### config.mk
export PLATFORM = sky130hd
export DESIGN_NAME = caliper_readout_formatter_flat
export DESIGN_NICKNAME = d
export VERILOG_FILES = /design/src/rtl/crf_pkg.sv /design/src/rtl/crf_in_if.sv /design/src/rtl/crf_out_if.sv /design/src/rtl/crf_front.sv /design/src/rtl/crf_queue.sv /design/src/rtl/crf_back.sv /design/src/rtl/caliper_readout_formatter.sv /design/src/flat_wrapper.sv
export SDC_FILE = /design/constraint.sdc
export NUM_CORES = 2
export LEC_CHECK = 0
export ABC_AREA = 1
export BUFFER_PORTS_ARGS = -buffer_cell sky130_fd_sc_hd__buf_4
export CAP_MARGIN = 20
export CORE_MARGIN = 2
export CORE_UTILIZATION = 45
export DETAILED_ROUTE_END_ITERATION = 8
export HOLD_SLACK_MARGIN = 0.1
export SKIP_LAST_GASP = 1
export SLEW_MARGIN = 20
export SYNTH_ARGS = -nofsm -noshare
export SYNTH_HDL_FRONTEND = slang
export SYNTH_SLANG_ARGS = --single-unit
### constraint.sdc
create_clock -name clk -period 17.7 [get_ports clk]
set_input_delay 1.77 -clock clk [delete_from_list [all_inputs] [get_ports clk]]
set_output_delay 1.77 -clock clk [all_outputs]
set_load 0.05 [all_outputs]
### src/rtl/crf_pkg.sv
`default_nettype none
package crf_pkg;

	localparam int RAW_W    = 24;
	localparam int VAL_W    = 21;
	localparam int CHAR_W   = 7;
	localparam int LINE_LEN = 10;
	localparam int IDX_W    = $clog2(LINE_LEN);

	localparam int QUEUE_DEPTH_DEF = 2;

	// |raw| * 63 / 4, then / 127 by reciprocal with one correction step
	localparam int             Q_W         = 28;
	localparam int             RECIP_W     = 29;
	localparam int             PROD_W      = Q_W + RECIP_W;
	localparam int             SCALE_SHIFT = 35;
	localparam logic [RECIP_W-1:0] RECIP_127 = 29'd270549120;
	localparam int             SCALE_DIV   = 127;

	// difference modulo 100 by reciprocal
	localparam int             DIFF_W      = 21;
	localparam int             RECIP100_W  = 26;
	localparam int             DPROD_W     = DIFF_W + RECIP100_W;
	localparam int             MOD_SHIFT   = 32;
	localparam logic [RECIP100_W-1:0] RECIP_100 = 26'd42949672;
	localparam int             DIFF_MOD    = 100;
	localparam int             DIFF_LIMIT  = 99;

	localparam int MAG_W   = 17;
	localparam int SAT_MAG = 99999;

	localparam logic [CHAR_W-1:0] CH_SPACE = 7'h20;
	localparam logic [CHAR_W-1:0] CH_MINUS = 7'h2d;
	localparam logic [CHAR_W-1:0] CH_DOT   = 7'h2e;
	localparam logic [CHAR_W-1:0] CH_ZERO  = 7'h30;
	localparam logic [CHAR_W-1:0] CH_E     = 7'h45;
	localparam logic [CHAR_W-1:0] CH_CR    = 7'h0d;

	typedef logic [LINE_LEN-1:0][CHAR_W-1:0] line_t;

	typedef struct packed {
		logic [3:0]       digit;
		logic [MAG_W-1:0] rem;
	} digit_t;

	// one decimal digit of x for a constant place value; x < 10 * place
	function automatic digit_t digit_of(logic [MAG_W-1:0] x, int unsigned place);
		digit_t     r;
		logic [3:0] d;
		d = '0;
		for (int k = 1; k <= 9; k++) begin
			if (32'(x) >= 32'(k) * place) begin
				d = 4'(k);
			end
		end
		r.digit = d;
		r.rem   = x - MAG_W'(32'(d) * place);
		return r;
	endfunction

endpackage
`default_nettype wire

### src/rtl/crf_in_if.sv
`default_nettype none
interface crf_in_if;
	logic                        valid;
	logic                        ready;
	logic [crf_pkg::RAW_W-1:0]   axis0_raw;
	logic [crf_pkg::RAW_W-1:0]   axis1_raw;
	logic [1:0]                  update_mask;

	modport source (output valid, output axis0_raw, output axis1_raw, output update_mask,
		input ready);
	modport sink (input valid, input axis0_raw, input axis1_raw, input update_mask,
		output ready);
endinterface
`default_nettype wire

### src/rtl/crf_out_if.sv
`default_nettype none
interface crf_out_if;
	logic                         valid;
	logic                         ready;
	logic [crf_pkg::CHAR_W-1:0]   char_code;
	logic                         last_char;

	modport source (output valid, output char_code, output last_char, input ready);
	modport sink (input valid, input char_code, input last_char, output ready);
endinterface
`default_nettype wire

### src/rtl/crf_front.sv
`default_nettype none
module crf_front (
	input  wire logic          clk,
	input  wire logic          arst_n,
	crf_in_if.sink             update,
	output logic               push_valid,
	input  wire logic          push_ready,
	output crf_pkg::line_t     push_data
);

	localparam int VAL_W  = crf_pkg::VAL_W;
	localparam int RAW_W  = crf_pkg::RAW_W;
	localparam int Q_W    = crf_pkg::Q_W;
	localparam int PROD_W = crf_pkg::PROD_W;
	localparam int MAG_W  = crf_pkg::MAG_W;
	localparam int DIFF_W = crf_pkg::DIFF_W;
	localparam int DPROD_W = crf_pkg::DPROD_W;
	localparam int EQ_W   = PROD_W - crf_pkg::SCALE_SHIFT;
	localparam int DQ_W   = DPROD_W - crf_pkg::MOD_SHIFT;

	function automatic logic signed [VAL_W-1:0] finish_scale(logic [PROD_W-1:0] p,
		logic [Q_W-1:0] q, logic neg);
		logic [EQ_W-1:0]  e;
		logic [Q_W-1:0]   r;
		logic [VAL_W-1:0] m;
		e = p[PROD_W-1:crf_pkg::SCALE_SHIFT];
		r = q - Q_W'(e) * Q_W'(crf_pkg::SCALE_DIV);
		if (r >= Q_W'(crf_pkg::SCALE_DIV)) begin
			e = e + EQ_W'(1);
		end
		m = e[VAL_W-1:0];
		return neg ? $signed(-m) : $signed(m);
	endfunction

	logic en;
	logic vld_s1, vld_s2, vld_s3, vld_s4, vld_s5, vld_s6, vld_s7, vld_s8, vld_s9;

	logic signed [VAL_W-1:0] axis0_value_q, axis1_value_q;

	// s1: captured beat
	logic [RAW_W-1:0]  raw_s1 [2];
	logic [1:0]        mask_s1;
	// s2: |raw| * 63 / 4
	logic [Q_W-1:0]    q_s2 [2];
	logic [1:0]        neg_s2;
	logic [1:0]        mask_s2;
	// s3: reciprocal products
	logic [PROD_W-1:0] p_s3 [2];
	logic [Q_W-1:0]    q_s3 [2];
	logic [1:0]        neg_s3;
	logic [1:0]        mask_s3;
	// s4: kept values after update
	logic signed [VAL_W-1:0] v0_s4, v1_s4;
	// s5..s9: formatting
	logic [MAG_W-1:0]  mag0_s5;
	logic [DIFF_W-1:0] dmag_s5, dmag_s6;
	logic [DPROD_W-1:0] dprod_s6;
	logic [6:0]        drem_s7;
	logic              neg0_s5, neg0_s6, neg0_s7, neg0_s8, neg0_s9;
	logic              dneg_s5, dneg_s6, dneg_s7, dneg_s8, dneg_s9;
	logic              derr_s5, derr_s6, derr_s7, derr_s8, derr_s9;
	logic [3:0]        d4_s6, d4_s7, d4_s8, d4_s9;
	logic [3:0]        d3_s7, d3_s8, d3_s9;
	logic [3:0]        d2_s8, d2_s9;
	logic [3:0]        d1_s9, d0_s9;
	logic [13:0]       rem4_s6;
	logic [9:0]        rem3_s7;
	logic [6:0]        rem2_s8;
	logic [3:0]        tens_s8, tens_s9, ones_s8, ones_s9;

	assign en           = !vld_s9 || push_ready;
	assign update.ready = en;
	assign push_valid   = vld_s9;

	logic signed [VAL_W-1:0] nv0, nv1;
	always_comb begin
		nv0 = mask_s3[0] ? finish_scale(p_s3[0], q_s3[0], neg_s3[0]) : axis0_value_q;
		nv1 = mask_s3[1] ? finish_scale(p_s3[1], q_s3[1], neg_s3[1]) : axis1_value_q;
	end

	always_ff @(posedge clk or negedge arst_n) begin
		if (!arst_n) begin
			{vld_s1, vld_s2, vld_s3, vld_s4, vld_s5, vld_s6, vld_s7, vld_s8, vld_s9} <= '0;
			axis0_value_q <= '0;
			axis1_value_q <= '0;
		end else if (en) begin
			vld_s1 <= update.valid;
			vld_s2 <= vld_s1;
			vld_s3 <= vld_s2;
			vld_s4 <= vld_s3;
			vld_s5 <= vld_s4;
			vld_s6 <= vld_s5;
			vld_s7 <= vld_s6;
			vld_s8 <= vld_s7;
			vld_s9 <= vld_s8;
			if (vld_s3) begin
				axis0_value_q <= nv0;
				axis1_value_q <= nv1;
			end
		end
	end

	logic [RAW_W-1:0]  mag_c [2];
	logic [Q_W+1:0]    m63_c [2];
	always_comb begin
		for (int i = 0; i < 2; i++) begin
			mag_c[i] = raw_s1[i][RAW_W-1] ? -raw_s1[i] : raw_s1[i];
			m63_c[i] = ((Q_W+2)'(mag_c[i]) << 6) - (Q_W+2)'(mag_c[i]);
		end
	end

	logic [VAL_W-1:0]  av0_c;
	logic [DIFF_W:0]   diff_c, dabs_c;
	logic [DQ_W-1:0]   dq_c;
	logic [DIFF_W-1:0] dr_c;
	crf_pkg::digit_t   dg4_c, dg3_c, dg2_c, dg1_c, dgt_c;
	always_comb begin
		av0_c  = v0_s4[VAL_W-1] ? VAL_W'(-v0_s4) : VAL_W'(v0_s4);
		diff_c = {v0_s4[VAL_W-1], v0_s4} - {v1_s4[VAL_W-1], v1_s4};
		dabs_c = diff_c[DIFF_W] ? -diff_c : diff_c;
		dq_c   = dprod_s6[DPROD_W-1:crf_pkg::MOD_SHIFT];
		dr_c   = dmag_s6 - DIFF_W'(dq_c) * DIFF_W'(crf_pkg::DIFF_MOD);
		if (dr_c >= DIFF_W'(crf_pkg::DIFF_MOD)) begin
			dr_c = dr_c - DIFF_W'(crf_pkg::DIFF_MOD);
		end
		dg4_c = crf_pkg::digit_of(mag0_s5, 10000);
		dg3_c = crf_pkg::digit_of(MAG_W'(rem4_s6), 1000);
		dg2_c = crf_pkg::digit_of(MAG_W'(rem3_s7), 100);
		dg1_c = crf_pkg::digit_of(MAG_W'(rem2_s8), 10);
		dgt_c = crf_pkg::digit_of(MAG_W'(drem_s7), 10);
	end

	always_ff @(posedge clk) begin
		if (en) begin
			raw_s1[0] <= update.axis0_raw;
			raw_s1[1] <= update.axis1_raw;
			mask_s1   <= update.update_mask;

			for (int i = 0; i < 2; i++) begin
				q_s2[i]   <= m63_c[i][Q_W+1:2];
				neg_s2[i] <= raw_s1[i][RAW_W-1];
				p_s3[i]   <= PROD_W'(q_s2[i]) * PROD_W'(crf_pkg::RECIP_127);
				q_s3[i]   <= q_s2[i];
				neg_s3[i] <= neg_s2[i];
			end
			mask_s2 <= mask_s1;
			mask_s3 <= mask_s2;

			v0_s4 <= nv0;
			v1_s4 <= nv1;

			mag0_s5 <= (av0_c > VAL_W'(crf_pkg::SAT_MAG)) ? MAG_W'(crf_pkg::SAT_MAG)
				: av0_c[MAG_W-1:0];
			neg0_s5 <= v0_s4[VAL_W-1];
			dneg_s5 <= diff_c[DIFF_W];
			dmag_s5 <= dabs_c[DIFF_W-1:0];
			derr_s5 <= dabs_c > (DIFF_W+1)'(crf_pkg::DIFF_LIMIT);

			dprod_s6 <= DPROD_W'(dmag_s5) * DPROD_W'(crf_pkg::RECIP_100);
			dmag_s6  <= dmag_s5;
			d4_s6    <= dg4_c.digit;
			rem4_s6  <= dg4_c.rem[13:0];
			neg0_s6  <= neg0_s5;
			dneg_s6  <= dneg_s5;
			derr_s6  <= derr_s5;

			drem_s7 <= dr_c[6:0];
			d3_s7   <= dg3_c.digit;
			rem3_s7 <= dg3_c.rem[9:0];
			d4_s7   <= d4_s6;
			neg0_s7 <= neg0_s6;
			dneg_s7 <= dneg_s6;
			derr_s7 <= derr_s6;

			tens_s8 <= dgt_c.digit;
			ones_s8 <= dgt_c.rem[3:0];
			d2_s8   <= dg2_c.digit;
			rem2_s8 <= dg2_c.rem[6:0];
			d3_s8   <= d3_s7;
			d4_s8   <= d4_s7;
			neg0_s8 <= neg0_s7;
			dneg_s8 <= dneg_s7;
			derr_s8 <= derr_s7;

			d1_s9   <= dg1_c.digit;
			d0_s9   <= dg1_c.rem[3:0];
			d2_s9   <= d2_s8;
			d3_s9   <= d3_s8;
			d4_s9   <= d4_s8;
			tens_s9 <= tens_s8;
			ones_s9 <= ones_s8;
			neg0_s9 <= neg0_s8;
			dneg_s9 <= dneg_s8;
			derr_s9 <= derr_s8;
		end
	end

	// the minus sign sits left of the first digit shown; in char 2 it is overwritten
	logic shown3, shown4;
	always_comb begin
		shown3 = d4_s9 != 4'd0;
		shown4 = shown3 || (d3_s9 != 4'd0);

		if (derr_s9) begin
			push_data[0] = crf_pkg::CH_E;
		end else if (dneg_s9) begin
			push_data[0] = crf_pkg::CH_MINUS;
		end else begin
			push_data[0] = crf_pkg::CH_SPACE;
		end
		push_data[1] = (tens_s9 != 4'd0) ? crf_pkg::CH_ZERO + 7'(tens_s9) : crf_pkg::CH_SPACE;
		push_data[2] = crf_pkg::CH_ZERO + 7'(ones_s9);
		if (shown3) begin
			push_data[3] = crf_pkg::CH_ZERO + 7'(d4_s9);
		end else if (shown4 && neg0_s9) begin
			push_data[3] = crf_pkg::CH_MINUS;
		end else begin
			push_data[3] = crf_pkg::CH_SPACE;
		end
		if (shown4) begin
			push_data[4] = crf_pkg::CH_ZERO + 7'(d3_s9);
		end else if (neg0_s9) begin
			push_data[4] = crf_pkg::CH_MINUS;
		end else begin
			push_data[4] = crf_pkg::CH_SPACE;
		end
		push_data[5] = crf_pkg::CH_ZERO + 7'(d2_s9);
		push_data[6] = crf_pkg::CH_DOT;
		push_data[7] = crf_pkg::CH_ZERO + 7'(d1_s9);
		push_data[8] = crf_pkg::CH_ZERO + 7'(d0_s9);
		push_data[9] = crf_pkg::CH_CR;
	end

endmodule
`default_nettype wire

### src/rtl/crf_queue.sv
`default_nettype none
module crf_queue #(
	parameter int WIDTH = crf_pkg::LINE_LEN * crf_pkg::CHAR_W,
	parameter int DEPTH = crf_pkg::QUEUE_DEPTH_DEF
) (
	input  wire logic             clk,
	input  wire logic             arst_n,
	input  wire logic             push_valid,
	output logic                  push_ready,
	input  wire logic [WIDTH-1:0] push_data,
	output logic                  pop_valid,
	input  wire logic             pop_ready,
	output logic [WIDTH-1:0]      pop_data
);

	localparam int PTR_W = $clog2(DEPTH);
	localparam int CNT_W = $clog2(DEPTH + 1);

	logic [WIDTH-1:0] mem_q [DEPTH];
	logic [PTR_W-1:0] wr_ptr_q, rd_ptr_q;
	logic [CNT_W-1:0] count_q;
	logic             push, pop;

	assign push_ready = count_q != CNT_W'(DEPTH);
	assign pop_valid  = count_q != '0;
	assign pop_data   = mem_q[rd_ptr_q];
	assign push       = push_valid && push_ready;
	assign pop        = pop_valid && pop_ready;

	function automatic logic [PTR_W-1:0] wrap_inc(logic [PTR_W-1:0] p);
		return (p == PTR_W'(DEPTH - 1)) ? '0 : p + PTR_W'(1);
	endfunction

	always_ff @(posedge clk or negedge arst_n) begin
		if (!arst_n) begin
			wr_ptr_q <= '0;
			rd_ptr_q <= '0;
			count_q  <= '0;
		end else begin
			if (push) begin
				wr_ptr_q <= wrap_inc(wr_ptr_q);
			end
			if (pop) begin
				rd_ptr_q <= wrap_inc(rd_ptr_q);
			end
			if (push && !pop) begin
				count_q <= count_q + CNT_W'(1);
			end else if (pop && !push) begin
				count_q <= count_q - CNT_W'(1);
			end
		end
	end

	always_ff @(posedge clk) begin
		if (push) begin
			mem_q[wr_ptr_q] <= push_data;
		end
	end

endmodule
`default_nettype wire

### src/rtl/crf_back.sv
`default_nettype none
module crf_back (
	input  wire logic            clk,
	input  wire logic            arst_n,
	input  wire logic            pop_valid,
	output logic                 pop_ready,
	input  wire crf_pkg::line_t  pop_data,
	crf_out_if.source            display
);

	localparam int IDX_W = crf_pkg::IDX_W;
	localparam logic [IDX_W-1:0] LAST_IDX = IDX_W'(crf_pkg::LINE_LEN - 1);

	crf_pkg::line_t   line_q;
	logic [IDX_W-1:0] idx_q;
	logic             busy_q;
	logic             beat, done;

	assign display.valid     = busy_q;
	assign display.char_code = line_q[idx_q];
	assign display.last_char = idx_q == LAST_IDX;

	assign beat      = busy_q && display.ready;
	assign done      = beat && (idx_q == LAST_IDX);
	// next line loads on the carriage return beat, so lines run back to back
	assign pop_ready = !busy_q || done;

	always_ff @(posedge clk or negedge arst_n) begin
		if (!arst_n) begin
			busy_q <= 1'b0;
			idx_q  <= '0;
		end else if (pop_valid && pop_ready) begin
			busy_q <= 1'b1;
			idx_q  <= '0;
		end else if (done) begin
			busy_q <= 1'b0;
		end else if (beat) begin
			idx_q <= idx_q + IDX_W'(1);
		end
	end

	always_ff @(posedge clk) begin
		if (pop_valid && pop_ready) begin
			line_q <= pop_data;
		end
	end

endmodule
`default_nettype wire

### src/rtl/caliper_readout_formatter.sv
// The first character of a line is offered once its update beat has passed nine front
// stages, one queue slot and one load into the character register.
// Sustained throughput is set by the character serializer in the back end; the front
// takes one beat a cycle until the line queue fills.
// Reset (arst_n low, asynchronous): kept axis values go to zero, pipeline, queue
// and serializer are emptied.
`default_nettype none
module caliper_readout_formatter #(
	parameter int QUEUE_DEPTH = crf_pkg::QUEUE_DEPTH_DEF
) (
	input  wire logic clk,
	input  wire logic arst_n,
	crf_in_if.sink    update,
	crf_out_if.source display
);

	localparam int LINE_W = crf_pkg::LINE_LEN * crf_pkg::CHAR_W;

	logic            push_valid, push_ready;
	crf_pkg::line_t  push_data;
	logic            pop_valid, pop_ready;
	crf_pkg::line_t  pop_data;

	crf_front u_front (
		.clk        (clk),
		.arst_n     (arst_n),
		.update     (update),
		.push_valid (push_valid),
		.push_ready (push_ready),
		.push_data  (push_data)
	);

	crf_queue #(
		.WIDTH (LINE_W),
		.DEPTH (QUEUE_DEPTH)
	) u_queue (
		.clk        (clk),
		.arst_n     (arst_n),
		.push_valid (push_valid),
		.push_ready (push_ready),
		.push_data  (push_data),
		.pop_valid  (pop_valid),
		.pop_ready  (pop_ready),
		.pop_data   (pop_data)
	);

	crf_back u_back (
		.clk       (clk),
		.arst_n    (arst_n),
		.pop_valid (pop_valid),
		.pop_ready (pop_ready),
		.pop_data  (pop_data),
		.display   (display)
	);

endmodule
`default_nettype wire
### src/flat_wrapper.sv
// flat-port wrapper written by rule: the top's interface ports become plain ports
module caliper_readout_formatter_flat 
#(
	parameter int QUEUE_DEPTH = crf_pkg::QUEUE_DEPTH_DEF
)
  (clk, arst_n, update_valid, update_axis0_raw, update_axis1_raw, update_update_mask, update_ready, display_valid, display_char_code, display_last_char, display_ready);
  crf_in_if update_i ();
  crf_out_if display_i ();
  input  wire logic clk;
  input  wire logic arst_n;
  input wire logic [$bits(update_i.valid)-1:0] update_valid;
  input wire logic [$bits(update_i.axis0_raw)-1:0] update_axis0_raw;
  input wire logic [$bits(update_i.axis1_raw)-1:0] update_axis1_raw;
  input wire logic [$bits(update_i.update_mask)-1:0] update_update_mask;
  output wire logic [$bits(update_i.ready)-1:0] update_ready;
  output wire logic [$bits(display_i.valid)-1:0] display_valid;
  output wire logic [$bits(display_i.char_code)-1:0] display_char_code;
  output wire logic [$bits(display_i.last_char)-1:0] display_last_char;
  input wire logic [$bits(display_i.ready)-1:0] display_ready;
  assign update_i.valid = update_valid;
  assign update_i.axis0_raw = update_axis0_raw;
  assign update_i.axis1_raw = update_axis1_raw;
  assign update_i.update_mask = update_update_mask;
  assign update_ready = update_i.ready;
  assign display_valid = display_i.valid;
  assign display_char_code = display_i.char_code;
  assign display_last_char = display_i.last_char;
  assign display_i.ready = display_ready;
  caliper_readout_formatter #(.QUEUE_DEPTH(QUEUE_DEPTH)) u_core (.clk(clk), .arst_n(arst_n), .update(update_i), .display(display_i));
endmodule
==> metrics.md <==
| Metric | Value |
|---|---|
| Status | `finished clean` |
| Starting DRT DRC Count | `2473` |
| Max-cap violations | `0` |
| Beginning of the worst hold path | `u_core.u_front.tens_s8[2]$_DFFE_PN_` |
| Worst path max stage delay | `about 0.55 ns` |
| H-tree Lvls | `3` |
| Final Hold Vio Count | `0` |
| Worst Reg-to-Reg Cells | `31` |
| Synth Instances | `around 6600` |
| Crit path max-delay cell type | `fa_1` |
| HPWL Detailed | `111 mm` |
| Setup WS pre-CTS | `roughly 11 ns` |
| EDFF count, synth | `between 500 and 600` |
| CP Max Fanout | `28` |
| Antenna cells | `0` |
| Via-to-Cell Ratio | `~5.0` |
| Via count | `about 42000` |
| R2R Path Start | `u_core.u_front.p_s3[0][96]$_DFFE_PN_` |
| Busiest grt layer | `met2` |
| Reg-to-Reg End | `u_core.u_front.v1_s4[18]$_DFFE_PN_` |
| Mapped Avg Cell Area | `between 8 and 9 µm²` |
| Number of global-route vias before repair | `43000` |
| Wirelength per Cell | `around 16 µm` |
| Flops & latches, synth | `approximately 610` |
| Total CTS buffers | `73` |
| Mapped Nets | `about 8000` |
| GPL Wtd Cong | `0.921` |
| Hold EP | `u_core.u_front.tens_s9[2]$_DFFE_PN_` |
| Hold Buf Count CTS | `0` |
| Root Buffer Master | `clkbuf_16` |
| Max Clock Freq | `approximately 140 MHz` |
| Yosys cell types | `69` |
| Setup-failing EPs final | `0` |
| Ys Warns | `0` |
| Met1 global-route usage | `0.268` |
| HP Class | `flip-flop to flip-flop` |
| Post-synthesis sequential area ratio | `0.304` |
| Final nets | `roughly 8000` |
| GR Overflow Total | `0` |
| Global-route wire length before repair | `about 220 mm` |
| First-pass detailed-route iteration total | `5` |
| Worst Path Required | `around 18 ns` |
| Crit end category | `flip-flop` |
| Worst path arrival time | `roughly 7.5 ns` |
| Starting density of the core | `0.455` |
| FFs w/ async S/R, synth | `0.0987` |
| Layout cells sized above 1 | `0.0522` |
| CP Launch Type | `flip-flop` |
| Synthesis-to-layout area growth | `8.65%` |
| Crit Path Category | `flip-flop to flip-flop` |
| Drc violations | `0` |
| Die Area | `0.134 mm²` |
| Post-CTS Setup Repair Bufs | `0` |
| PostCTS Resize Cnt | `0` |
| WHS Path Cells | `0` |
| Io pins | `64` |
| Worst skew pair latency | `just under 0.7 ns` |
| Sum Neg Setup Slack | `0 ns` |
| Primary FF master, synth | `edfxtp_1` |
| Global-route met3 utilization | `0.0184` |
| Cell Area, Placed | `0.0615 mm²` |
| Final core occ | `0.494` |
| Netlist Area Pre-Place | `slightly below 0.06 mm²` |
| Largest net degree at the start of global routing | `80` |
| Core Area | `roughly 0.13 mm²` |
| Worst-case clock buffer depth | `3` |
| Setup ws final | `between 10 and 15 ns` |
| Die width | `approximately 370 µm` |
| # fillers | `12500` |
| TritonCTS clock tree | `built` |
| Worst-margin pin slew | `around 0.99 ns` |
| Row count | `132` |
| ANT nets after route | `0` |
| Reg2reg setup slack | `about 11 ns` |
| Clock transition at path regs | `roughly 0.060 ns` |
| Period utilization | `0.399` |
| Fin crit period | `around 7.1 ns` |
| Skew final | `around 0.048 ns` |
| Final WL | `~130 mm` |
| # clock sinks | `just over 600` |
| Initial antenna violation count | `0` |
| Port Buf Inserts | `between 60 and 70` |
| Met2 Use GR | `0.354` |
| Total GRT Usage | `0.204` |
| Vert. Die Dim | `about 370 µm` |
| Post-route cell area | `between 0.06 and 0.07 mm²` |
| Slew margin rel. | `0.340` |
| Slew Limit Fails | `0` |
| Most common cell on crit path | `nand2_1` |
| RSZ-0062 raised after global routing | `no` |
registers in the layout (all words and copies together), names as in the netlist, 35 cells and up:
register	cells
u_core.u_front.raw_s1	48
u_core.u_front.p_s3	58
u_core.u_front.q_s3	42
u_core.u_back.line_q	35
u_core.u_front.q_s2	56
u_core.u_queue.mem_q	70
area by class of cell:
type	count	area [µm²]	area share
inverters	1449	5440	0.0848
clock buffers	87	1960	0.0306
repair buffers	80	633	0.00987
well taps	1742	2180	0.0340
flip-flops and latches	608	18000	0.280
clock inverters	46	561	0.00874
multi-input cells	4472	35400	0.552
cells in the final DEF (no fill, tap or decap), types with 10 or more instances in the layout:
cell / instances
clkinv_2: 10
nand2_2: 20
o21a_1: 10
nand4_1: 106
nand3b_1: 20
nor3_1: 63
a21o_1: 16
xor2_1: 231
and2_1: 26
nor2_2: 21
a21boi_0: 11
o211ai_1: 19
edfxtp_1: 548
inv_2: 19
clkbuf_16: 75
o21bai_1: 18
o21ai_1: 27
nor2_4: 11
dfrtp_1: 60
bufinv_16: 10
nand2_1: 1241
nor4_1: 23
mux2_2: 36
nand3_1: 224
xnor2_1: 92
a21oi_1: 298
or2_2: 24
buf_4: 78
o31ai_1: 17
inv_1: 1429
a31oi_1: 26
o21ai_0: 191
ha_1: 814
fa_1: 431
nor2_1: 365
through the flow:
stage | cells | hold WS [ns]
floorplan | 6586 | 0.400
global placement | 8349 | 0.400
detailed placement | 8349 | 0.405
CTS | 8482 | 0.401
global route | 8484 | 0.421
finish | 8484 | 0.399
synthesized netlist by cell type, drive strengths merged (29+ instances only):
cell	n	area, µm²
a21oi	300	1510
clkbuf	32	120
dfrtp	60	1500
edfxtp	548	16500
fa	431	8630
ha	814	10200
inv	1448	5440
mux2	36	405
nand2	1263	4810
nand3	231	1200
nand4	106	663
nor2	399	1650
nor3	63	315
o21ai	224	1140
or2	29	181
xnor2	92	806
xor2	232	2040
worst max-delay path, delay by kind of cell (launching register included):
kind | cells | cell delay, ns
simple gates | 19 | 3.04
fa+ha+maj | 6 | 2.72
flops | 1 | 0.52
buf+inv | 6 | 0.49
logic make-up (layout without fill, tap and decap cells):
group	count (synthesis)	count (layout)	share of synthesized area
AO/OA/AOI/OAI	695	695	0.0667
flip-flops	608	608	0.304
multiplexers	36	36	0.00687
AND/OR/NAND/NOR	2172	2172	0.159
XOR/XNOR	324	324	0.0482
buffers and inverters	1506	1662	0.0965
adder cells (fa/ha/maj)	1245	1245	0.319
routing by layer:
metal / up-vias / share of wire
li1: 21400 / -
met1: 20000 / 0.45
met2: 826 / 0.48
met3: 196 / 0.035
met4: 0 / 0.030
met5: - / 0
worst max-delay path by stage:
stage                                                      from                            endpoint  slack [ns]  cells after the start
after floorplan           u_core.u_queue.count_q[0]$_DFFE_PN0P_                        update_ready        2.81                      3
after global placement     u_core.u_front.p_s3[0][96]$_DFFE_PN_  u_core.u_front.v1_s4[18]$_DFFE_PN_       10.69                     31
after detailed placement   u_core.u_front.p_s3[0][96]$_DFFE_PN_  u_core.u_front.v1_s4[18]$_DFFE_PN_       10.63                     31
after CTS                  u_core.u_front.p_s3[0][96]$_DFFE_PN_  u_core.u_front.v1_s4[18]$_DFFE_PN_       10.58                     31
after global routing       u_core.u_front.p_s3[0][96]$_DFFE_PN_  u_core.u_front.v1_s4[18]$_DFFE_PN_       10.01                     31
final                      u_core.u_front.p_s3[0][96]$_DFFE_PN_  u_core.u_front.v1_s4[18]$_DFFE_PN_       10.63                     31
Power is left out: the tool's default activity adds up to more than one toggle a clock period on the data nets, which glitch-free logic cannot reach.
